**src/design/ssgd_pkg.sv**
```systemverilog
`default_nettype none

package ssgd_pkg;

  localparam int COORD_W    = 20;
  localparam int DIFF_W     = COORD_W + 1;
  localparam int ROOT_W     = 28;
  localparam int DIV_STEPS  = 17;
  localparam int DOP_DEN_W  = 52;
  localparam int GAIN_DEN_W = 29;
  localparam int NUM_W      = 50;
  // front end (4) + square root + den/gain setup (1) + divider + back end (4)
  localparam int LAT        = 4 + ROOT_W + 1 + DIV_STEPS + 4;

  localparam logic [23:0] SPEED_RESET = 24'd21065;
  localparam logic [17:0] ONE_Q16     = 18'd65536;
  localparam logic [17:0] HALF_Q16    = 18'd32768;
  localparam logic [17:0] TWO_Q16     = 18'd131072;
  localparam logic [GAIN_DEN_W-1:0] SIX_Q16   = GAIN_DEN_W'(393216);
  // 6*2^32 with the top quotient bits already shifted in
  localparam logic [GAIN_DEN_W-1:0] GAIN_REM0 = GAIN_DEN_W'(196608);
  // ceil(2^23 / 10), exact for values below 2^20
  localparam logic [19:0] RECIP10 = 20'd838861;

  typedef enum logic [2:0] {
    REG_POS     = 3'd0,
    REG_VEL     = 3'd1,
    REG_LEFT    = 3'd2,
    REG_SPEED   = 3'd3,
    REG_COCKPIT = 3'd4
  } reg_idx_e;

  typedef struct packed {
    logic [7:0]  vol;
    logic [11:0] gs;
    logic [19:0] pitch;
    logic [39:0] range;
    logic        amb;
  } raw_t;

  typedef struct packed {
    logic             inaud;
    logic             ambient;
    logic             dot_pos;
    logic             dot_neg;
    logic [NUM_W-1:0] num;
    logic [19:0]      pitch;
    logic [17:0]      lw;
    logic [17:0]      rw;
    logic [19:0]      vg;
  } chan_t;

  typedef struct packed {
    logic act;
    logic sat_lo;
    logic sat_hi;
  } dflag_t;

endpackage

`default_nettype wire

```
**src/design/ssgd_sqrt.sv**
```systemverilog
`default_nettype none

module ssgd_sqrt #(
  parameter int ROOT_W = ssgd_pkg::ROOT_W
) (
  input  wire logic                  clk_i,
  input  wire logic [2*ROOT_W-1:0]   rad_i,
  output logic      [ROOT_W-1:0]     root_o
);

  localparam int RadW = 2 * ROOT_W;

  logic [RadW-1:0]   rem_q  [ROOT_W];
  logic [ROOT_W-1:0] root_q [ROOT_W];

  // one root bit per stage, remainder kept as rad - root^2
  for (genvar s = 0; s < ROOT_W; s++) begin : g_stage
    localparam int Bit = ROOT_W - 1 - s;
    logic [RadW-1:0]   rem_in;
    logic [ROOT_W-1:0] root_in;
    logic [RadW:0]     trial;
    logic              take;

    if (s == 0) begin : g_first
      assign rem_in  = rad_i;
      assign root_in = '0;
    end else begin : g_next
      assign rem_in  = rem_q[s-1];
      assign root_in = root_q[s-1];
    end

    assign trial = ((RadW+1)'(root_in) << (Bit + 1)) | ((RadW+1)'(1) << (2 * Bit));
    assign take  = {1'b0, rem_in} >= trial;

    always_ff @(posedge clk_i) begin
      rem_q[s]  <= take ? (rem_in - trial[RadW-1:0]) : rem_in;
      root_q[s] <= take ? (root_in | (ROOT_W'(1) << Bit)) : root_in;
    end
  end

  assign root_o = root_q[ROOT_W-1];

endmodule

`default_nettype wire

```
**config.mk**
```make
export PLATFORM = sky130hd
export DESIGN_NAME = ssgd_sqrt
export DESIGN_NICKNAME = d
export VERILOG_FILES = /design/src/design/ssgd_pkg.sv /design/src/design/ssgd_sqrt.sv
export SDC_FILE = /design/constraint.sdc
export NUM_CORES = 2
export LEC_CHECK = 0
export BUFFER_PORTS_ARGS = -buffer_cell sky130_fd_sc_hd__buf_2
export CORE_MARGIN = 10
export CORE_UTILIZATION = 63
export DETAILED_ROUTE_END_ITERATION = 8
export PLACE_DENSITY_LB_ADDON = 0.05
export SYNTH_ARGS = -nofsm -noshare
export SYNTH_HDL_FRONTEND = slang
export SYNTH_SLANG_ARGS = --single-unit
```
**constraint.sdc**
```tcl
create_clock -name clk_i -period 3.9 [get_ports clk_i]
set_input_delay 0 -clock clk_i [delete_from_list [all_inputs] [get_ports clk_i]]
set_output_delay 0 -clock clk_i [all_outputs]
set_load 0.03 [all_outputs]
```
==> results.json <==
{
  "synth_nets": 7824,
  "fp.dieH_um": 360,
  "cp.arrival_ns": 4.36,
  "cp-start-kind": "register",
  "fin_nets": 8118,
  "num_rows": 124,
  "syn_inst": 7335,
  "yosysWarnings": 0,
  "dp.final_hpwl_mm": 127,
  "clkLatencyLatePin_ns": 0.83,
  "drive_gt1_share_pct": 7.34,
  "slew_headroom_pct": 19.1,
  "fin_skew_ns": 0.0442,
  "synth_cell_types": 87,
  "cts_buffer_depth": 3,
  "ys_seq_area_share_pct": 52.6,
  "netlist_area_um2": 72900,
  "async_reset_ff_share_pct": 0,
  "critPathKind": "register to register",
  "drc": 0,
  "peakVddDrop_v": 0.000698,
  "synth_commonest_cells": "1918 x dfxtp_1, 539 x inv_1, 473 x nor2_1, 457 x nand2_1, 441 x a21oi_1",
  "setup_viol": 0,
  "power_leakage_nw": 37.9,
  "avgSynthCellArea_um2": 9.94,
  "grtUsageTotal_pct": 26.0,
  "clkTransAtPathRegs_ns": 0.06,
  "p_total_w": 0.0619,
  "synth-edff-count": 0,
  "synth_ff_type": "dfxtp_1",
  "clkSinkCount": 1918,
  "h-tree-depth": 4,
  "synth_area_leaders": "dfxtp_1 53%, ha_1 7.4%, xnor2_1 4.3%, xor2_1 3.7%, a21oi_1 3.0%",
  "swShare_pct": 32.5,
  "crit_path_end_kind": "register",
  "die_w_um": 360,
  "port_buffers": 84,
  "initial_utilization_pct": 63.6,
  "critical_path_required_ns": 4.57,
  "yosysTopAreaCell": "dfxtp_1",
  "whs_ns": 0.168,
  "tritoncts": "yes",
  "pwr-share-clk_pct": 30.1,
  "maxSlewViolCount": 0,
  "num_io_pins": 85,
  "routed_wl_mm": 173,
  "drt-initial-drc-count": 3542,
  "first_pass_iters": 7,
  "die_area_um2": 130000,
  "grt_pass1_wl_mm": 278,
  "place.gp.congestion": 0.899,
  "status": "finished clean",
  "antenna_left": 0,
  "power_per_cell_area_nw_per_um2": 747,
  "met1_usage_pct": 32.6,
  "worst_pin_slew_ns": 1.20,
  "rsz0062_at_grt": "false",
  "clk_root_buffer_cell": "clkbuf_16",
  "num-fill-cells": 8511,
  "drv_cap": 0,
  "worstHoldPathType": "input pin to register",
  "wl_per_cell_um": 18.7,
  "p_int_w": 0.0418,
  "fin_crit_ns": 3.68,
  "grt_pass1_vias": 52300,
  "combPwrFrac_pct": 24.7,
  "synth_seq_cells": 1918,
  "met2_usage_pct": 45.7,
  "seqPwrFrac_pct": 45.2,
  "switchingPower_w": 0.0201,
  "grt_use_met3_pct": 3.69,
  "area_delta_synth_final_pct": 13.6,
  "hold_viol_final": 0,
  "setup_tns_ns": 0,
  "grt_max_degree": 54,
  "max_freq_ghz": 0.271,
  "detail_route.vias_per_cell": 5.68,
  "cp_max_fo": 6,
  "netlist.area_leader.share_pct": 52.6,
  "grt.busiest_layer": "met2",
  "core_area_um2": 115000,
  "postCtsSetupBuffers": 0,
  "vias": 52800,
  "cts_buffers": 182,
  "yosysMostFrequentCell": "dfxtp_1",
  "antenna_found_initial": 7,
  "overflow": 0,
  "period_share_pct": 94.4
}
## critical path, cell delays in order, from the launching register on
cell and delay (ns):
dfxtp_1 0.39, inv_1 0.06, ha_1 0.37, nand4_1 0.20, nor2_1 0.22, nand4_1 0.20
nor4_1 0.60, nor4_1 0.19, and2_0 0.21, buf_4 0.17, or3_1 0.42, nor3_1 0.20
xor2_1 0.30
## area by class of cell
type	count	area, um^2	share of cell area [%]
sequential	1918	38400	46.3
multi-input combinational	4723	32000	38.6
clock buffer	233	5090	6.14
timing repair buffer	261	2060	2.49
inverter	543	2040	2.46
tap	1512	1890	2.28
clock inverter	98	1400	1.69
antenna	3	7.51	0.00906
## power groups by stage
stage	registers, W	clock network [W]	logic [W]
after floorplan	0.0267	0	0.0119
after global placement	0.0283	0	0.0147
after detailed placement	0.0283	0	0.0149
after CTS	0.0279	0.0188	0.0152
after global routing	0.0284	0.0197	0.0171
final	0.0280	0.0186	0.0153
## what timing repair did
item	4_1_cts	5_1_grt
hold buffers	114	0
resized for setup	0	4
setup endpoints to repair	0	4
endpoints found under the hold margin	57	0
## state kept, by name (all words and copies together) (netlist names)
register	count
rem_q	1512
root_q	406
## cells in the final DEF, fill, tap and decap left out, types with 21 or more instances in the layout
cell	instances
o21ai_0	354
bufinv_16	22
clkbuf_16	184
buf_4	61
dlygate4sd3_1	114
a21oi_1	441
nor2b_1	66
nor4_1	252
nor2_1	472
a21o_1	173
o211ai_1	26
or3_1	84
nand4_1	128
nor4b_1	35
nor3_1	190
xor2_1	312
or2_2	29
nand3_1	130
or4_1	42
and2_1	26
and3_1	28
o21a_1	76
inv_1	539
nand2_1	457
buf_2	84
nand2b_1	82
a31oi_1	29
o21bai_1	46
clkinv_2	34
mux2_2	43
ha_1	432
a211oi_1	29
xnor2_1	361
dfxtp_1	1918
nor3b_1	24
o31ai_1	33
clkbuf_8	30
a21boi_0	21
nand3b_1	25
## kinds of logic (layout without fill, tap and decap cells)
| group | count (synthesis) | count (layout) | synth area share [%] |
|---|---|---|---|
| compound gates | 1417 | 1417 | 12.1 |
| xor+xnor | 673 | 673 | 8.08 |
| mux | 54 | 54 | 0.817 |
| other cells | 0 | 3 | 0 |
| flops | 1918 | 1918 | 52.6 |
| buf+inv | 694 | 1135 | 3.64 |
| fa+ha+maj | 432 | 432 | 7.41 |
| simple gates | 2147 | 2147 | 15.3 |
## routing by layer
metal  share of wire (%)  vias to the layer above
met4                 2.8                        6
met1                  44                    25000
met5               0.028                        -
met3                 4.2                      314
li1                    -                    26200
met2                  49                     1254
## per-stage QoR
step | worst slack [ns] | cell area (um^2) | std cells | util [%]
floorplan | 0.763 | 72900 | 7335 | -
global placement | 0.300 | 75200 | 8843 | 65.6
detailed placement | 0.321 | 75200 | 8843 | 65.6
CTS | 0.212 | 82800 | 9288 | 72.2
global route | 0.0624 | 82800 | 9291 | 72.3
finish | 0.217 | 82800 | 9291 | 72.3
## path summary, 6_finish.rpt
path	from	slack, ns	cells past startpoint	endpoint
setup / recovery	root_q[1][19]	0.22	12	rem_q[1][97]
hold / removal	rad_i[33]	0.17	5	root_q[0][27]
setup reg to reg	root_q[1][19]	0.22	12	rem_q[1][97]
hold reg to reg	root_q[1][300]	0.33	0	root_q[1][328]
Note: power is estimated with default switching activity, not from simulation.
