**config.mk**
```make
export PLATFORM = sky130hd
export DESIGN_NAME = ssgd_div
export DESIGN_NICKNAME = d
export VERILOG_FILES = /design/src/design/ssgd_pkg.sv /design/src/design/ssgd_div.sv
export SDC_FILE = /design/constraint.sdc
export NUM_CORES = 2
export LEC_CHECK = 0
export CORE_ASPECT_RATIO = 1.4
export CORE_MARGIN = 5
export CORE_UTILIZATION = 35
export CTS_CLUSTER_DIAMETER = 60
export DETAILED_ROUTE_END_ITERATION = 7
export DONT_BUFFER_PORTS = 1
export GPL_ROUTABILITY_DRIVEN = 1
export PLACE_DENSITY_LB_ADDON = 0.25
export SETUP_SLACK_MARGIN = 0.1
export SLEW_MARGIN = 5
export SYNTH_ARGS = -nofsm -noshare
export SYNTH_HDL_FRONTEND = slang
export SYNTH_SLANG_ARGS = --single-unit
```
**constraint.sdc**
```tcl
create_clock -name clk_i -period 3.2 [get_ports clk_i]
set_clock_uncertainty 0.15 [all_clocks]
set_input_delay 0.32 -clock clk_i [delete_from_list [all_inputs] [get_ports clk_i]]
set_output_delay 0.32 -clock clk_i [all_outputs]
set_load 0.05 [all_outputs]
```
**src/design/ssgd_pkg.sv**
```systemverilog
`default_nettype none

package ssgd_pkg;

  localparam int COORD_W    = 20;
  localparam int DIFF_W     = COORD_W + 1;
  localparam int ROOT_W     = 28;
  localparam int DIV_STEPS  = 17;
  localparam int DOP_DEN_W  = 52;
  localparam int GAIN_DEN_W = 29;
  localparam int NUM_W      = 50;
  // front end (4) + square root + den/gain setup (1) + divider + back end (4)
  localparam int LAT        = 4 + ROOT_W + 1 + DIV_STEPS + 4;

  localparam logic [23:0] SPEED_RESET = 24'd21065;
  localparam logic [17:0] ONE_Q16     = 18'd65536;
  localparam logic [17:0] HALF_Q16    = 18'd32768;
  localparam logic [17:0] TWO_Q16     = 18'd131072;
  localparam logic [GAIN_DEN_W-1:0] SIX_Q16   = GAIN_DEN_W'(393216);
  // 6*2^32 with the top quotient bits already shifted in
  localparam logic [GAIN_DEN_W-1:0] GAIN_REM0 = GAIN_DEN_W'(196608);
  // ceil(2^23 / 10), exact for values below 2^20
  localparam logic [19:0] RECIP10 = 20'd838861;

  typedef enum logic [2:0] {
    REG_POS     = 3'd0,
    REG_VEL     = 3'd1,
    REG_LEFT    = 3'd2,
    REG_SPEED   = 3'd3,
    REG_COCKPIT = 3'd4
  } reg_idx_e;

  typedef struct packed {
    logic [7:0]  vol;
    logic [11:0] gs;
    logic [19:0] pitch;
    logic [39:0] range;
    logic        amb;
  } raw_t;

  typedef struct packed {
    logic             inaud;
    logic             ambient;
    logic             dot_pos;
    logic             dot_neg;
    logic [NUM_W-1:0] num;
    logic [19:0]      pitch;
    logic [17:0]      lw;
    logic [17:0]      rw;
    logic [19:0]      vg;
  } chan_t;

  typedef struct packed {
    logic act;
    logic sat_lo;
    logic sat_hi;
  } dflag_t;

endpackage

`default_nettype wire

```
**src/design/ssgd_div.sv**
```systemverilog
`default_nettype none

module ssgd_div #(
  parameter int DEN_W = ssgd_pkg::GAIN_DEN_W,
  parameter int STEPS = ssgd_pkg::DIV_STEPS
) (
  input  wire logic             clk_i,
  input  wire logic [DEN_W-1:0] num_i,
  input  wire logic [DEN_W-1:0] den_i,
  output logic      [STEPS-1:0] quo_o
);

  logic [DEN_W-1:0] rem_q [STEPS];
  logic [DEN_W-1:0] den_q [STEPS];
  logic [STEPS-1:0] quo_q [STEPS];

  // restoring division, one quotient bit per stage; num_i < den_i expected
  for (genvar s = 0; s < STEPS; s++) begin : g_stage
    logic [DEN_W-1:0] rem_in;
    logic [DEN_W-1:0] den_in;
    logic [STEPS-1:0] quo_in;
    logic [DEN_W:0]   rem_sh;
    logic             take;

    if (s == 0) begin : g_first
      assign rem_in = num_i;
      assign den_in = den_i;
      assign quo_in = '0;
    end else begin : g_next
      assign rem_in = rem_q[s-1];
      assign den_in = den_q[s-1];
      assign quo_in = quo_q[s-1];
    end

    assign rem_sh = {rem_in, 1'b0};
    assign take   = rem_sh >= {1'b0, den_in};

    always_ff @(posedge clk_i) begin
      rem_q[s] <= take ? DEN_W'(rem_sh - {1'b0, den_in}) : rem_sh[DEN_W-1:0];
      den_q[s] <= den_in;
      quo_q[s] <= {quo_in[STEPS-2:0], take};
    end
  end

  assign quo_o = quo_q[STEPS-1];

endmodule

`default_nettype wire

```
==> run summary <==
total vias in the final route = 43.36k
Initial DRT Pass Iterations = 5
CTS clock-pin slew for the worst setup and hold paths = 60 ps
count of flip-flops with a built-in enable after synthesis = 0
Core ar. = 147,500 sq um
net count reported at finish = 7,276
placer's final routability congestion estimate = 0.9270
PwrDens = 1220 nW/um^2
Tmin final = 3469 ps
horizontal die dimension = 335.1 um
relative area change from synthesis to final layout = 41.63%
mapped cell area = 51,780 sq um
number of register bits inferred by synthesis = 1,081
Cell variety after synth = 84
Crit. End Element = register
number of buffer cells added on primary ports = 0
worst endpoint data arrival time = 3910 ps
met3 WL = 3666 um
worst-margin pin slew = 968.6 ps
final cycle utilization of the critical path = 1.084
total half-perimeter wirelength after legalization and detailed placement = 113,000 um
initial standard-cell utilization of the core = 0.3510
worst setup path class = register to register
main flop type after synthesis = sky130_fd_sc_hd__dfxtp_1
number of nets with antenna violations after detailed routing = 0
count of cells along the worst register-to-register path = 15
Lkg Pwr = 33.99 nW
clock tree root buffer cell = sky130_fd_sc_hd__clkbuf_16
Post-Route M1 WL = 43,790 um
pre-CTS WS = -741.3 ps
global-route usage over all layers = 0.1884
share of the yosys chip area belonging to registers = 0.4180
floorplan die area = 155,800 sq um
failing checks = setup timing
maximum number of buffers from clock root to sink = 3
final number of hold-violating endpoints = 0
number of antenna violations at the first check in global routing = 5
average footprint of a synthesized cell = 9.355 sq um
Min-Delay Path Class = input pin to register
least setup slack across all paths after layout = -269.1 ps
largest fanout on the critical path = 23
max-cap check violation count = 0
DRC violations left = 0
Max transition margin = 0.3376
RSZ-0062 raised after global routing = true
drt via density = 4.954
uppermost routed layer = met4
CTS buffer count = 116
count of clock tree sinks = 1,081
fill cell count = 13.42k
Sequential cell area = 21,780 sq um
required arrival time at the worst endpoint = 3640 ps
total congestion overflow after global routing = 0
Max Slew Vio Count = 0
result of the run = finished, violations left
Synth Net Count = 6,102
starting DRC count in detailed routing = 1,474
ratio of cells with drive above 1 in the final layout = 0.3359
TritonCTS clock tree = built
Cells after Synth = 5,535
maximum number of pins on one net before global-route repair = 29
Async SR Flop Fraction = 0
final WL = 154,400 um
CTS HTree Levels = 3
crit path launch type = register
final setup violation count = 141
footprint of the multi-input gates = 32,180 sq um
global-route wire length before repair = 233,000 um
post-DR wirelength/cell = 17.64 um
I/O pin cnt = 76
met2 routed wirelength = 91,530 um
maximum ir drop on the vdd rail = 0.7967 mV
via count of the first global-routing pass = 45.69k
timing-limited maximum frequency = 288.3 MHz
total negative setup slack = -12,380 ps
worst hold path depth = 4
count of synthesis-stage warnings from yosys = 0
total number of placement rows = 167
Final Core Density = 0.4971
die span in y = 465.1 um
Clk Latency, worst-skew pair = 760 ps
==> registers in the layout, summed over array words and instances (netlist names) <==
signal / flops
den_q: 464
rem_q: 464
quo_q: 153
==> worst max-delay path, stage by stage, from the launching register on <==
cell and delay [ps]:
sky130_fd_sc_hd__dfxtp_2 330, sky130_fd_sc_hd__inv_2 40, sky130_fd_sc_hd__ha_4 200, sky130_fd_sc_hd__nor2b_4 120, sky130_fd_sc_hd__o31a_1 240, sky130_fd_sc_hd__o31a_1 250
sky130_fd_sc_hd__buf_4 170, sky130_fd_sc_hd__o211ai_4 210, sky130_fd_sc_hd__a211oi_2 90, sky130_fd_sc_hd__buf_4 160, sky130_fd_sc_hd__a221o_1 350, sky130_fd_sc_hd__a21oi_2 180
sky130_fd_sc_hd__o31ai_2 100, sky130_fd_sc_hd__a21oi_4 190, sky130_fd_sc_hd__buf_12 210, sky130_fd_sc_hd__mux2_1 340
==> cell usage after synthesis (30+ instances only) <==
cell type,count,share of area
sky130_fd_sc_hd__nor3_1,80,0.0077
sky130_fd_sc_hd__xnor2_1,239,0.040
sky130_fd_sc_hd__nor2b_1,67,0.0081
sky130_fd_sc_hd__o21a_1,83,0.012
sky130_fd_sc_hd__a211oi_1,45,0.0065
sky130_fd_sc_hd__o31ai_1,33,0.0048
sky130_fd_sc_hd__nand3_1,94,0.0091
sky130_fd_sc_hd__nand4_1,67,0.0081
sky130_fd_sc_hd__a31oi_1,42,0.0051
sky130_fd_sc_hd__or3_1,30,0.0036
sky130_fd_sc_hd__nand2b_1,65,0.0079
sky130_fd_sc_hd__clkbuf_1,56,0.0041
sky130_fd_sc_hd__a21o_1,206,0.030
sky130_fd_sc_hd__o21ai_0,309,0.030
sky130_fd_sc_hd__a21oi_1,435,0.042
sky130_fd_sc_hd__mux2_1,43,0.0094
sky130_fd_sc_hd__xor2_1,137,0.023
sky130_fd_sc_hd__ha_1,492,0.12
sky130_fd_sc_hd__inv_1,611,0.044
sky130_fd_sc_hd__dfxtp_1,1081,0.42
sky130_fd_sc_hd__o21bai_1,46,0.0067
sky130_fd_sc_hd__mux2_2,204,0.044
sky130_fd_sc_hd__nor2_1,336,0.024
sky130_fd_sc_hd__nand2_1,312,0.023
==> routing by layer <==
layer | global-route usage | vias to the layer above
met5 | 0 | -
met4 | 0.1650 | 0
met3 | 0.02114 | 552
met2 | 0.4048 | 823
met1 | 0.1376 | 20400
li1 | - | 21590
==> report_power, final <==
part	switching, mW	internal, mW
clock network	5.68	8.19
registers	3.12	18.1
logic	25.6	28.7
total	34.4	55.0
==> final timing paths <==
path / startpoint / endpoint / slack [ps]
max: den_q[0][89] / rem_q[0][118] / -270
min: num_i[1] / rem_q[0][2] / 20
max reg2reg: den_q[0][89] / rem_q[0][118] / -270
min reg2reg: quo_q[13][2] / quo_q[14][3] / 170
==> cells in the final DEF, fill, tap and decap left out, types with 135 or more instances in the layout <==
| cell | netlist | routed |
|---|---|---|
| sky130_fd_sc_hd__a21o_1 | 206 | 203 |
| sky130_fd_sc_hd__a21oi_1 | 435 | 345 |
| sky130_fd_sc_hd__buf_4 | 12 | 899 |
| sky130_fd_sc_hd__dfxtp_1 | 1081 | 971 |
| sky130_fd_sc_hd__ha_1 | 492 | 405 |
| sky130_fd_sc_hd__inv_1 | 611 | 571 |
| sky130_fd_sc_hd__mux2_4 | 0 | 166 |
| sky130_fd_sc_hd__nand2_1 | 312 | 230 |
| sky130_fd_sc_hd__nor2_1 | 336 | 271 |
| sky130_fd_sc_hd__o21ai_0 | 309 | 187 |
| sky130_fd_sc_hd__xnor2_1 | 239 | 238 |
| sky130_fd_sc_hd__xor2_1 | 137 | 135 |
==> kinds of logic after synthesis <==
logic type	count (synthesis)	share of synthesized area
adders and majority gates	508	0.1251
and+or+nand+nor	1176	0.1085
buffers and inverters	715	0.05425
muxes	262	0.05662
DFF	1081	0.4180
xor gates and xnor gates	376	0.06360
AOI/OAI and AO/OA	1417	0.1740
==> per-stage QoR <==
stage	cell area, sq um	hold slack (ps)	instances	power, mW
after floorplan	51930	159.6	5535	46.74
after global placement	60680	159.5	8246	61.14
after detailed placement	60680	162.1	8246	61.71
after CTS	70590	-633.9	8698	85.59
after global routing	73330	17.24	8752	95.18
final	73330	19.18	8753	89.46
==> repair_timing <==
action                                  in CTS  in global routing
hold endpoints to repair                    59                 12
cloned                                      38                  6
hold buffers                                78                 13
setup buffers                              128                 53
resized for setup                          761                642
endpoints found under the setup margin     446                462
pin swaps                                  213                259
==> area by class of cell <==
type | count | area share
flip-flops and latches | 1081 | 0.2970
clock buffers | 167 | 0.04617
repair buffers | 1160 | 0.1442
well taps | 1943 | 0.03315
inverters | 611 | 0.03131
multi-input cells | 3739 | 0.4389
diodes | 4 | 0.0001365
clock inverters | 48 | 0.009111
(Power assumes the default switching activity.)
